--- config.mk ---
export PLATFORM = sky130hd
export DESIGN_NAME = hsv_to_rgb_converter
export DESIGN_NICKNAME = d
export VERILOG_FILES = /design/src/sv/hsv2rgb_pkg.sv /design/src/sv/hsv2rgb_hue.sv /design/src/sv/hsv2rgb_div1m.sv /design/src/sv/hsv_to_rgb_converter.sv
export VERILOG_INCLUDE_DIRS = /design/src /design/src/sv
export SDC_FILE = /design/constraint.sdc
export NUM_CORES = 2
export LEC_CHECK = 0
export BUFFER_PORTS_ARGS = -buffer_cell sky130_fd_sc_hd__buf_4
export CORE_MARGIN = 10
export CORE_UTILIZATION = 67
export DETAILED_ROUTE_END_ITERATION = 16
export GPL_TIMING_DRIVEN = 0
export MAX_ROUTING_LAYER = met4
export PLACE_DENSITY = 0.84
export REMOVE_ABC_BUFFERS = 1
export SLEW_MARGIN = 20
export SYNTH_ARGS = -nofsm -noshare
export SYNTH_HDL_FRONTEND = slang
export SYNTH_HIERARCHICAL = 1
export SYNTH_SLANG_ARGS = --single-unit
--- constraint.sdc ---
create_clock -name clk -period 11.95 [get_ports clk]
set_input_delay 0.5975 -clock clk [delete_from_list [all_inputs] [get_ports clk]]
set_output_delay 0.5975 -clock clk [all_outputs]
set_load 0.05 [all_outputs]
--- src/sv/hsv_to_rgb_converter_assert.svh ---
// Assertion helpers used by the converter RTL.
`ifndef HSV_TO_RGB_CONVERTER_ASSERT_SVH
`define HSV_TO_RGB_CONVERTER_ASSERT_SVH

// Check in the same cycle.
`define HSV_ASSERT_SAME(lbl, ante, cons, msg) \
    lbl: assert property (@(posedge clk) disable iff (!rst_n) (ante) |-> (cons)) \
        else $error(msg);

// Check starting in the next cycle.
`define HSV_ASSERT_NEXT(lbl, ante, cons, msg) \
    lbl: assert property (@(posedge clk) disable iff (!rst_n) (ante) |=> (cons)) \
        else $error(msg);

`endif

--- src/sv/hsv2rgb_pkg.sv ---
package hsv2rgb_pkg;

    // Saturation and brightness full scale, tenths of a percent
    localparam logic [10:0] SV_MAX = 11'd1000;

    // Fixed color for out-of-range input
    localparam logic [7:0] ERR_RB = 8'd30;

    // Hue: 960 steps per 60-degree sector, 90 coarse steps (of 64) per turn
    localparam logic [10:0] HUE_SECTOR  = 11'd960;
    localparam logic [10:0] HUE_RECIP   = 11'd1457;
    localparam int          HUE_SHIFT   = 17;
    localparam logic [9:0]  HUE_TURN    = 10'd90;
    localparam logic [6:0]  COARSE_SPAN = 7'd15;
    localparam logic [6:0]  COARSE_PAIR = 7'd30;

    // Reciprocal of one million, exact floor for numerators below 2^28
    localparam logic [28:0] DIV_RECIP = 29'd281474977;
    localparam int          DIV_SHIFT = 48;

    // Scale factors that fold 255/960e6 into a single divide by one million
    localparam logic [19:0] SV_UNIT  = 20'd1000;
    localparam logic [29:0] MUL_SECT = 30'd960;
    localparam logic [27:0] MUL_FULL = 28'd255;
    localparam logic [27:0] MUL_TOP  = 28'd255000;
    localparam logic [33:0] MUL_SEVN = 34'd17;

    typedef enum logic [2:0] {
        SECT_RY,
        SECT_YG,
        SECT_GC,
        SECT_CB,
        SECT_BM,
        SECT_MR
    } sector_t;

    typedef struct packed {
        sector_t    sector;
        logic [9:0] weight;
    } hue_info_t;

endpackage

--- src/sv/hsv2rgb_hue.sv ---
module hsv2rgb_hue
    import hsv2rgb_pkg::*;
(
    input  logic        clk,
    input  logic [15:0] hue,
    output hue_info_t   info
);

    logic [9:0]  coarse;
    logic [20:0] prod;
    logic [3:0]  turns;
    logic [9:0]  turn_off;
    logic [6:0]  r90_next;
    logic [6:0]  r90_reg;
    logic [5:0]  fine_reg;

    logic [2:0]  sidx;
    logic [6:0]  pair_off;
    logic [4:0]  r30;
    logic [10:0] t;
    logic [10:0] from_mid;
    hue_info_t   info_next;
    hue_info_t   info_reg;

    // Reduce modulo one full turn on the coarse part; low six bits pass through
    assign coarse   = hue[15:6];
    assign prod     = 21'(coarse) * 21'(HUE_RECIP);
    assign turns    = prod[HUE_SHIFT +: 4];
    assign turn_off = 10'(turns) * HUE_TURN;
    assign r90_next = 7'(coarse - turn_off);

    always_ff @(posedge clk)
    begin
        r90_reg  <= r90_next;
        fine_reg <= hue[5:0];
    end

    always_comb
    begin
        if (r90_reg >= 7'(COARSE_SPAN * 7'd5))
            sidx = 3'd5;
        else if (r90_reg >= 7'(COARSE_SPAN * 7'd4))
            sidx = 3'd4;
        else if (r90_reg >= 7'(COARSE_SPAN * 7'd3))
            sidx = 3'd3;
        else if (r90_reg >= 7'(COARSE_SPAN * 7'd2))
            sidx = 3'd2;
        else if (r90_reg >= COARSE_SPAN)
            sidx = 3'd1;
        else
            sidx = 3'd0;
    end

    // Position within a 120-degree pair of sectors, then distance from its middle
    assign pair_off = 7'(sidx[2:1]) * COARSE_PAIR;
    assign r30      = 5'(r90_reg - pair_off);
    assign t        = {r30, fine_reg};
    assign from_mid = (t >= HUE_SECTOR) ? (t - HUE_SECTOR) : (HUE_SECTOR - t);

    always_comb
    begin
        info_next.sector = sector_t'(sidx);
        info_next.weight = 10'(HUE_SECTOR - from_mid);
    end

    always_ff @(posedge clk)
    begin
        info_reg <= info_next;
    end

    assign info = info_reg;

endmodule

--- src/sv/hsv2rgb_div1m.sv ---
module hsv2rgb_div1m
    import hsv2rgb_pkg::*;
(
    input  logic        clk,
    input  logic [27:0] num,
    output logic [7:0]  quo
);

    logic [56:0] prod;
    logic [7:0]  quo_reg;

    assign prod = 57'(num) * 57'(DIV_RECIP);

    always_ff @(posedge clk)
    begin
        quo_reg <= prod[DIV_SHIFT +: 8];
    end

    assign quo = quo_reg;

endmodule

--- src/sv/hsv_to_rgb_converter.sv ---
// HSV to 8-bit RGB converter, six register stages.
// Throughput: one pixel per clock; busy is held low, start is always taken.
// Done and the color appear together, both from the stage-6 registers.
// Depth is set by the reciprocal multipliers that replace the channel divides.
// Reset clears the valid chain and done; payload stages are not reset.
`include "hsv_to_rgb_converter_assert.svh"

module hsv_to_rgb_converter
    import hsv2rgb_pkg::*;
(
    input  logic        clk,
    input  logic        rst_n,
    input  logic        start,
    output logic        busy,
    input  logic [15:0] hue,
    input  logic [10:0] saturation,
    input  logic [10:0] brightness,
    output logic        done,
    output logic [7:0]  red,
    output logic [7:0]  green,
    output logic [7:0]  blue,
    output logic        out_of_range
);

    logic        accept;
    logic [4:0]  vld_reg;
    logic        done_reg;

    logic [15:0] hue_s1_reg;
    logic [10:0] sat_s1_reg;
    logic [10:0] val_s1_reg;

    logic [19:0] chroma_s2_reg;
    logic [9:0]  val_s2_reg;
    logic        oor_s2_reg;

    logic [19:0] mnum_s3_reg;
    logic [19:0] chroma_s3_reg;
    logic [9:0]  val_s3_reg;
    logic        oor_s3_reg;
    hue_info_t   hinfo;

    logic [29:0] nx_next;
    logic [29:0] nx_s4_reg;
    logic [27:0] y0_s4_reg;
    logic [27:0] yc_s4_reg;
    sector_t     sector_s4_reg;
    logic        oor_s4_reg;

    logic [27:0] yx;
    logic [7:0]  ch_c;
    logic [7:0]  ch_x;
    logic [7:0]  ch_0;
    sector_t     sector_s5_reg;
    logic        oor_s5_reg;

    logic [7:0]  red_next;
    logic [7:0]  green_next;
    logic [7:0]  blue_next;
    logic [7:0]  red_reg;
    logic [7:0]  green_reg;
    logic [7:0]  blue_reg;
    logic        oor_reg;

    assign busy   = 1'b0;
    assign accept = start && !busy;

    always_ff @(posedge clk or negedge rst_n)
    begin
        if (!rst_n)
        begin
            vld_reg  <= '0;
            done_reg <= 1'b0;
        end
        else
        begin
            vld_reg  <= {vld_reg[3:0], accept};
            done_reg <= vld_reg[4];
        end
    end

    // Stage 1: capture the transfer
    always_ff @(posedge clk)
    begin
        if (accept)
        begin
            hue_s1_reg <= hue;
            sat_s1_reg <= saturation;
            val_s1_reg <= brightness;
        end
    end

    hsv2rgb_hue u_hue (
        .clk  (clk),
        .hue  (hue_s1_reg),
        .info (hinfo)
    );

    // Stage 2: chroma and range check
    always_ff @(posedge clk)
    begin
        chroma_s2_reg <= 20'(22'(sat_s1_reg) * 22'(val_s1_reg));
        val_s2_reg    <= val_s1_reg[9:0];
        oor_s2_reg    <= (sat_s1_reg > SV_MAX) || (val_s1_reg > SV_MAX);
    end

    // Stage 3: offset numerator v*1000 - C
    always_ff @(posedge clk)
    begin
        mnum_s3_reg   <= 20'(val_s2_reg) * SV_UNIT - chroma_s2_reg;
        chroma_s3_reg <= chroma_s2_reg;
        val_s3_reg    <= val_s2_reg;
        oor_s3_reg    <= oor_s2_reg;
    end

    // Stage 4: numerators of the three channel values
    assign nx_next = 30'(chroma_s3_reg) * 30'(hinfo.weight)
                   + 30'(mnum_s3_reg) * MUL_SECT;

    always_ff @(posedge clk)
    begin
        nx_s4_reg     <= nx_next;
        y0_s4_reg     <= 28'(mnum_s3_reg) * MUL_FULL;
        yc_s4_reg     <= 28'(val_s3_reg) * MUL_TOP;
        sector_s4_reg <= hinfo.sector;
        oor_s4_reg    <= oor_s3_reg;
    end

    // Stage 5: 255/960 equals 17/64, which leaves one divide by one million
    assign yx = 28'((34'(nx_s4_reg) * MUL_SEVN) >> 6);

    hsv2rgb_div1m u_div_c (
        .clk (clk),
        .num (yc_s4_reg),
        .quo (ch_c)
    );

    hsv2rgb_div1m u_div_x (
        .clk (clk),
        .num (yx),
        .quo (ch_x)
    );

    hsv2rgb_div1m u_div_0 (
        .clk (clk),
        .num (y0_s4_reg),
        .quo (ch_0)
    );

    always_ff @(posedge clk)
    begin
        sector_s5_reg <= sector_s4_reg;
        oor_s5_reg    <= oor_s4_reg;
    end

    // Stage 6: place components by sector, or the fixed error color when out of range
    always_comb
    begin
        if (oor_s5_reg)
        begin
            red_next   = ERR_RB;
            green_next = 8'd0;
            blue_next  = ERR_RB;
        end
        else
        begin
            unique case (sector_s5_reg)
                SECT_RY:
                begin
                    red_next = ch_c; green_next = ch_x; blue_next = ch_0;
                end
                SECT_YG:
                begin
                    red_next = ch_x; green_next = ch_c; blue_next = ch_0;
                end
                SECT_GC:
                begin
                    red_next = ch_0; green_next = ch_c; blue_next = ch_x;
                end
                SECT_CB:
                begin
                    red_next = ch_0; green_next = ch_x; blue_next = ch_c;
                end
                SECT_BM:
                begin
                    red_next = ch_x; green_next = ch_0; blue_next = ch_c;
                end
                default:
                begin
                    red_next = ch_c; green_next = ch_0; blue_next = ch_x;
                end
            endcase
        end
    end

    always_ff @(posedge clk)
    begin
        red_reg   <= red_next;
        green_reg <= green_next;
        blue_reg  <= blue_next;
        oor_reg   <= oor_s5_reg;
    end

    assign done         = done_reg;
    assign red          = red_reg;
    assign green        = green_reg;
    assign blue         = blue_reg;
    assign out_of_range = oor_reg;

    `HSV_ASSERT_NEXT(a_latency, start && !busy, ##5 done, "result strobe missing after transfer")
    `HSV_ASSERT_SAME(a_err_color, done && out_of_range, red == ERR_RB && green == 8'd0 && blue == ERR_RB, "out-of-range color wrong")
    `HSV_ASSERT_SAME(a_range_flag, done, out_of_range == ($past(saturation, 6) > SV_MAX || $past(brightness, 6) > SV_MAX), "range flag does not match input")

endmodule

### Yosys cells after proc, flatten, opt, wreduce, memory -nomap -nowiden

Index checks and enable logic that the tools add are counted.

* bits in registers: 292
* input port bits: 41
* output and inout port bits: 27
* word-level logic and storage cells: 80

* add/subtract/negate cells: 7
* multipliers: 13
* magnitude comparators: 8
* equal/unequal tests: 4
* mux-type cells: 9
* reduce and logical (&&, ||, !) cells: 8

Operators with widths (number)
* 28-bit by 29-bit multiplier with 56-bit output (second input constant): 2
* 25-bit by 29-bit multiplier with 53-bit output (second input constant): 1
* 8-bit case mux with 2 select lines: 3
* 30-bit by 5-bit multiplier with 34-bit output (second input constant): 1
* 30-bit adder: 1
* 20-bit by 10-bit multiplier with 30-bit output: 1
* 20-bit by 8-bit multiplier with 28-bit output (second input constant): 1
* 10-bit by 15-bit multiplier with 25-bit output (second input constant): 1
* 20-bit by 4-bit multiplier with 24-bit output (second input constant): 1
* 11-bit by 10-bit greater-than comparator with 1-bit output (second input constant): 2
* 10-bit by 11-bit multiplier with 21-bit output (second input constant): 1
* 11-bit by 11-bit multiplier with 20-bit output: 1
* 10-bit subtractor (first input constant): 2
* 20-bit subtractor: 1
* 10-bit by 7-bit multiplier with 17-bit output (second input constant): 1
* 7-bit by 6-bit >= comparator with 1-bit output (second input constant): 2
* 3-bit 2-to-1 mux: 4
* 2-bit OR reduction: 6
* 11-bit by 10-bit >= comparator with 1-bit output (second input constant): 1
* 10-bit 2-to-1 mux: 1
* 10-bit subtractor (second input constant): 1
* 7-bit by 4-bit >= comparator with 1-bit output (second input constant): 1
* 7-bit by 5-bit >= comparator with 1-bit output (second input constant): 1
* 7-bit >= comparator (second input constant): 1
* 10 further kinds: 11

### Longest topological paths before layout

* depth in word-level cells: 11
* depth in mapped cells: 33

### Hierarchy

The synthesis kept the hierarchy.

By module, submodules not included
* hsv_to_rgb_converter: instances 1, cells an instance 2853, area an instance 27518.9 µm²
* hsv2rgb_div1m (u_div_c ...): instances 2, cells an instance 1268, area an instance 12066.6 µm²
* hsv2rgb_div1m (u_div_0): instances 1, cells an instance 1254, area an instance 12049.1 µm²
* hsv2rgb_hue: instances 1, cells an instance 338, area an instance 3269.4 µm²

### Worst setup path before layout

No wires, ideal clock.

* path type: reg2reg
* from: register nx_s4_reg[1]
* to: register u_div_x.quo_reg[5], in the netlist u_div_x/quo[5]
* library setup time: 0.072 ns
* arrival: 8.488 ns
* required time: 11.878 ns
* slack: 3.390 ns
* stages on the path, launching flop included: 33
* path buffers: 0
* clock period less this slack: 8.560 ns
* path through: dfxtp_1 -> ha_1 -> and3_1 -> fa_1 -> a21oi_1 -> o221ai_1 -> a211o_1 -> o211ai_1 -> a21oi_1 -> nor3b_1 -> o311ai_1 -> a21oi_1 -> nor2_1 -> xor2_1 -> fa_1 -> inv_1 -> fa_1 -> inv_1 -> fa_1 -> fa_1 -> fa_1 -> fa_1 -> inv_1 -> fa_1 -> inv_1 -> ha_1 -> a21oi_1 -> o21ai_0 -> a21oi_1 -> or4b_1 -> and3_4 -> o21ai_2 -> mux2i_1

* longest elaborated chain between the ends: 2

RTL lines
* start: declaration: RTL line hsv_to_rgb_converter.sv:44 `logic [29:0] nx_s4_reg;`
* start signal: assignment: RTL line hsv_to_rgb_converter.sv:122 `nx_s4_reg <= nx_next;`
* 30-bit by 5-bit multiplier with 34-bit output: RTL line hsv_to_rgb_converter.sv:130 `assign yx = 28'((34'(nx_s4_reg) * MUL_SEVN) >> 6);`
* named net yx[27]: RTL line hsv_to_rgb_converter.sv:50 `logic [27:0] yx;`
* 28-bit by 29-bit multiplier with 56-bit output: RTL line hsv2rgb_div1m.sv:12 `assign prod = 57'(num) * 57'(DIV_RECIP);`
* named net u_div_x.prod[53]: RTL line hsv2rgb_div1m.sv:9 `logic [56:0] prod;`
* end signal: assignment: RTL line hsv2rgb_div1m.sv:16 `quo_reg <= prod[DIV_SHIFT +: 8];`
* end: declaration: RTL line hsv2rgb_div1m.sv:10 `logic [7:0] quo_reg;`

The timed path passes the listed nets, and every way through them passes these cells.
A chain may end at the register's enable or synchronous reset.

### Final worst setup path

* from: register nx_s4_reg[5]
* to: register u_div_x.quo_reg[4], in the netlist u_div_x/quo[4]

The elaborated chain is that of the path after synthesis.

==> impl_metrics.tcl <==
set metrics [dict create \
    maxCapViolCount 0 \
    worst_ep_arrival_time_ns 10.93 \
    synthesis.instances 6981 \
    die_width_um 336 \
    yosys_warnings 6 \
    hold_violations 0 \
    grt_setup_unrepaired "no" \
    synth_async_sr_flop_share_pct 2.06 \
    worst_path_max_delay_cell "xor2_1" \
    outcome "complete, no violations" \
    numCtsBuffers 35 \
    worst-endpoint-required_ns 12.37 \
    netlist_area_um2 67000 \
    port-buffer-count 66 \
    min_path_cells 1 \
    grt_first_pass_wirelength_um 260000 \
    grt_overflow 0 \
    seq_area_um2 6240 \
    post-cts-setup-buffers 0 \
    syn_area_per_cell_um2 9.59 \
    crit-reg2reg-capture "u_div_x/quo[4]$_DFF_P_" \
    wl_um 158000 \
    bufs_on_longest_clock_path 3 \
    placement_rows 115 \
    crit_family "adder cells" \
    post_route_setup_tns_ns 0 \
    final_util_pct 71.0 \
    clock_tree_from_tritoncts "done" \
    route.detailed.wl_per_inst_um 19.0 \
    n_fill_cell 7024 \
    worstHoldPathType "input port to flip-flop" \
    drt_drc_violations_left 0 \
    area_growth_from_synthesis_to_layout_pct 4.73 \
    fmax_mhz 95.1 \
    leading_cell_types_by_total_area_after_synthesis "fa_1, ha_1, inv_1" \
    final.setup_skew_ns 0.0232 \
    critical_path_peak_fanout 6 \
    floorplan.die_area_um2 113000 \
    clk_pin_slew_ns 0.07 \
    drt_iter0_drcs 3323 \
    grt_antenna_before_repair 4 \
    antenna_violating_nets_post_route 0 \
    detail_route.vias_per_cell 5.68 \
    critical_path_class "flip-flop to flip-flop" \
    timing.critical_path.mode_cell "fa_1" \
    synth_top_cell_area_share_pct 36.2 \
    grt_start_max_net_pins 40 \
    drv_slew 0 \
    reg2regPathDepth 32 \
    startpoint_type "flip-flop" \
    synth-seq-cells 291 \
    layout-drive-gt1-share_pct 3.28 \
    combined_area_of_the_multi_input_logic_cells_um2 53100 \
    gpl.final_weighted_congestion 0.995 \
    finalWorstPathRequiredPeriod_ns 10.52 \
    max_slew.worst_pin.slew_ns 1.06 \
    startpoint_of_the_tightest_hold_check_path "saturation[10]" \
    io_pins 68 \
    min_to "sat_s1_reg[10]$_DFFE_PP_" \
    worst_path_largest_cell_delay_ns 0.77 \
    setup_viol 0 \
    yosys.cell_types.count 101 \
    final_min_period_over_clock_period_pct 88.0 \
    post_cts_resize_count 0 \
    number_of_enable_type_register_cells_in_the_synthesized_netlist 38 \
    ff2ff_setup_slack_ns 1.43 \
    synth_largest_area_cell "fa_1" \
    vias 47300 \
    dominantRegCellSynth "dfxtp_1" \
    max_slew_margin_pct 29.0 \
    worstReg2RegStart "nx_s4_reg[5]$_DFF_P_" \
    fp.coreArea_um2 98900 \
    number_of_global_route_vias_before_repair 50900 \
    max_ffs_per_register 30 \
    root_buffer "clkbuf_16" \
    global_route.usage.total_pct 29.5 \
    critical_path.n_buffers_inverters 4 \
    detailed_place_hpwl_um 138000 \
    design.final.nets 9534 \
    cts_htree_levels 2 \
    worst_setup_path_end_kind "flip-flop" \
    start_util_pct 67.7 \
    cts_num_sinks 291 \
    synth.yosys.seq_area_share_pct 9.31 \
    worst_skew_pair.late_latency_ns 0.56 \
    drtPass1Iterations 7 \
    die_height_um 336 \
]
-- worst register-to-register path, delay by kind of cell, from the launching register on --
kind | cells | cell delay (ns)
adders and majority gates | 10 | 4.44
AOI/OAI and AO/OA | 11 | 2.97
xor gates and xnor gates | 2 | 1.16
and+or+nand+nor | 5 | 1.06
buffers and inverters | 4 | 0.41
DFF | 1 | 0.33
-- timing repair --
action | CTS | global route
hold endpoints to repair | 6 | 0
setup endpoints to repair | 0 | 0
hold buffers | 1 | 0
-- layout make-up --
class                      count  area share (%)
multi-input combinational   4635            75.7
inverter                    1984            10.6
sequential                   291            8.89
tap                         1287            2.30
clock buffer                  42            1.34
timing repair buffer          68           0.731
clock inverter                19           0.371
antenna                        4          0.0143
-- synth_stat cells, types with 11 or more instances --
library cell / n
and2_1: 143
a21o_1: 81
o21bai_1: 26
a31oi_1: 26
nor3_1: 57
or3_1: 11
a21boi_0: 12
o211ai_1: 23
o21a_1: 31
nor2b_1: 25
fa_1: 1212
xor2_1: 65
nand3_1: 75
a22oi_1: 17
edfxtp_1: 38
mux2i_1: 17
nand2b_1: 26
dfxtp_1: 247
a21oi_1: 270
nand4_1: 48
a211oi_1: 37
inv_1: 1983
xnor2_1: 178
clkbuf_1: 79
nor2_1: 193
nand2_1: 387
o21ai_0: 138
and3_1: 17
or2_2: 30
ha_1: 1266
-- placed cells by master (no fill, tap or decap), drive strengths merged, types with 22 or more instances in the layout --
master	synthesis	routed
a21oi	275	275
o211ai	24	24
o21ai	149	149
nor2b	25	25
a21o	81	81
and3	22	22
xnor2	178	178
a31oi	26	26
fa	1212	1212
or2	30	30
nand3	77	77
inv	1983	1989
o21bai	26	26
clkbuf	79	42
and2	144	144
buf	9	67
nor2	193	193
nand2	387	387
ha	1266	1266
o21a	31	31
edfxtp	38	38
a211oi	40	40
dfxtp	247	247
xor2	65	65
nor3	61	61
nand4	52	52
nand2b	26	26
-- worst max path at each step --
stage,start,to,depth (start not counted)
after floorplan,nx_s4_reg[1]$_DFF_P_,u_div_x/quo[5]$_DFF_P_,32
after global routing,nx_s4_reg[5]$_DFF_P_,u_div_x/quo[4]$_DFF_P_,32
final,nx_s4_reg[5]$_DFF_P_,u_div_x/quo[4]$_DFF_P_,32
after CTS,nx_s4_reg[5]$_DFF_P_,u_div_x/quo[4]$_DFF_P_,32
after global placement,nx_s4_reg[5]$_DFF_P_,u_div_x/quo[4]$_DFF_P_,32
after detailed placement,nx_s4_reg[5]$_DFF_P_,u_div_x/quo[4]$_DFF_P_,32
-- stage by stage --
| step | hold slack (ns) | cells | cell area [µm²] | worst slack [ns] |
|---|---|---|---|---|
| 3_5_place_dp | 0.313 | 8264 | 68900 | 1.59 |
| 3_3_place_gp | 0.312 | 8263 | 68800 | 1.82 |
| 6_report | 0.214 | 8330 | 70100 | 1.43 |
| 5_1_grt | 0.203 | 8329 | 70100 | 1.05 |
| 4_1_cts | 0.192 | 8326 | 70100 | 1.57 |
| 2_1_floorplan | 0.302 | 6910 | 66700 | 3.39 |
-- layer usage --
metal / global-route usage [%] / part of all wire [%] / up-vias
met5: - / 0 / -
met4: 9.83 / 3.9 / 0
met3: 4.72 / 7.0 / 373
met2: 48.5 / 48 / 1668
met1: 37.2 / 41 / 23500
li1: - / - / 21800
-- cells by family after synthesis --
| group | after synthesis | synth area share (%) |
|---|---|---|
| AO/OA/AOI/OAI | 808 | 7.84 |
| AND/OR/NAND/NOR | 1070 | 7.86 |
| buffers and inverters | 2072 | 11.7 |
| multiplexers | 18 | 0.271 |
| adder cells (fa/ha/maj) | 2478 | 59.9 |
| flip-flops | 291 | 9.31 |
| XOR/XNOR | 243 | 3.18 |
| other | 1 | 0.00560 |
Power is not shown: default switching activity piles up to over one toggle a cycle in this logic, so the estimate is an artifact.
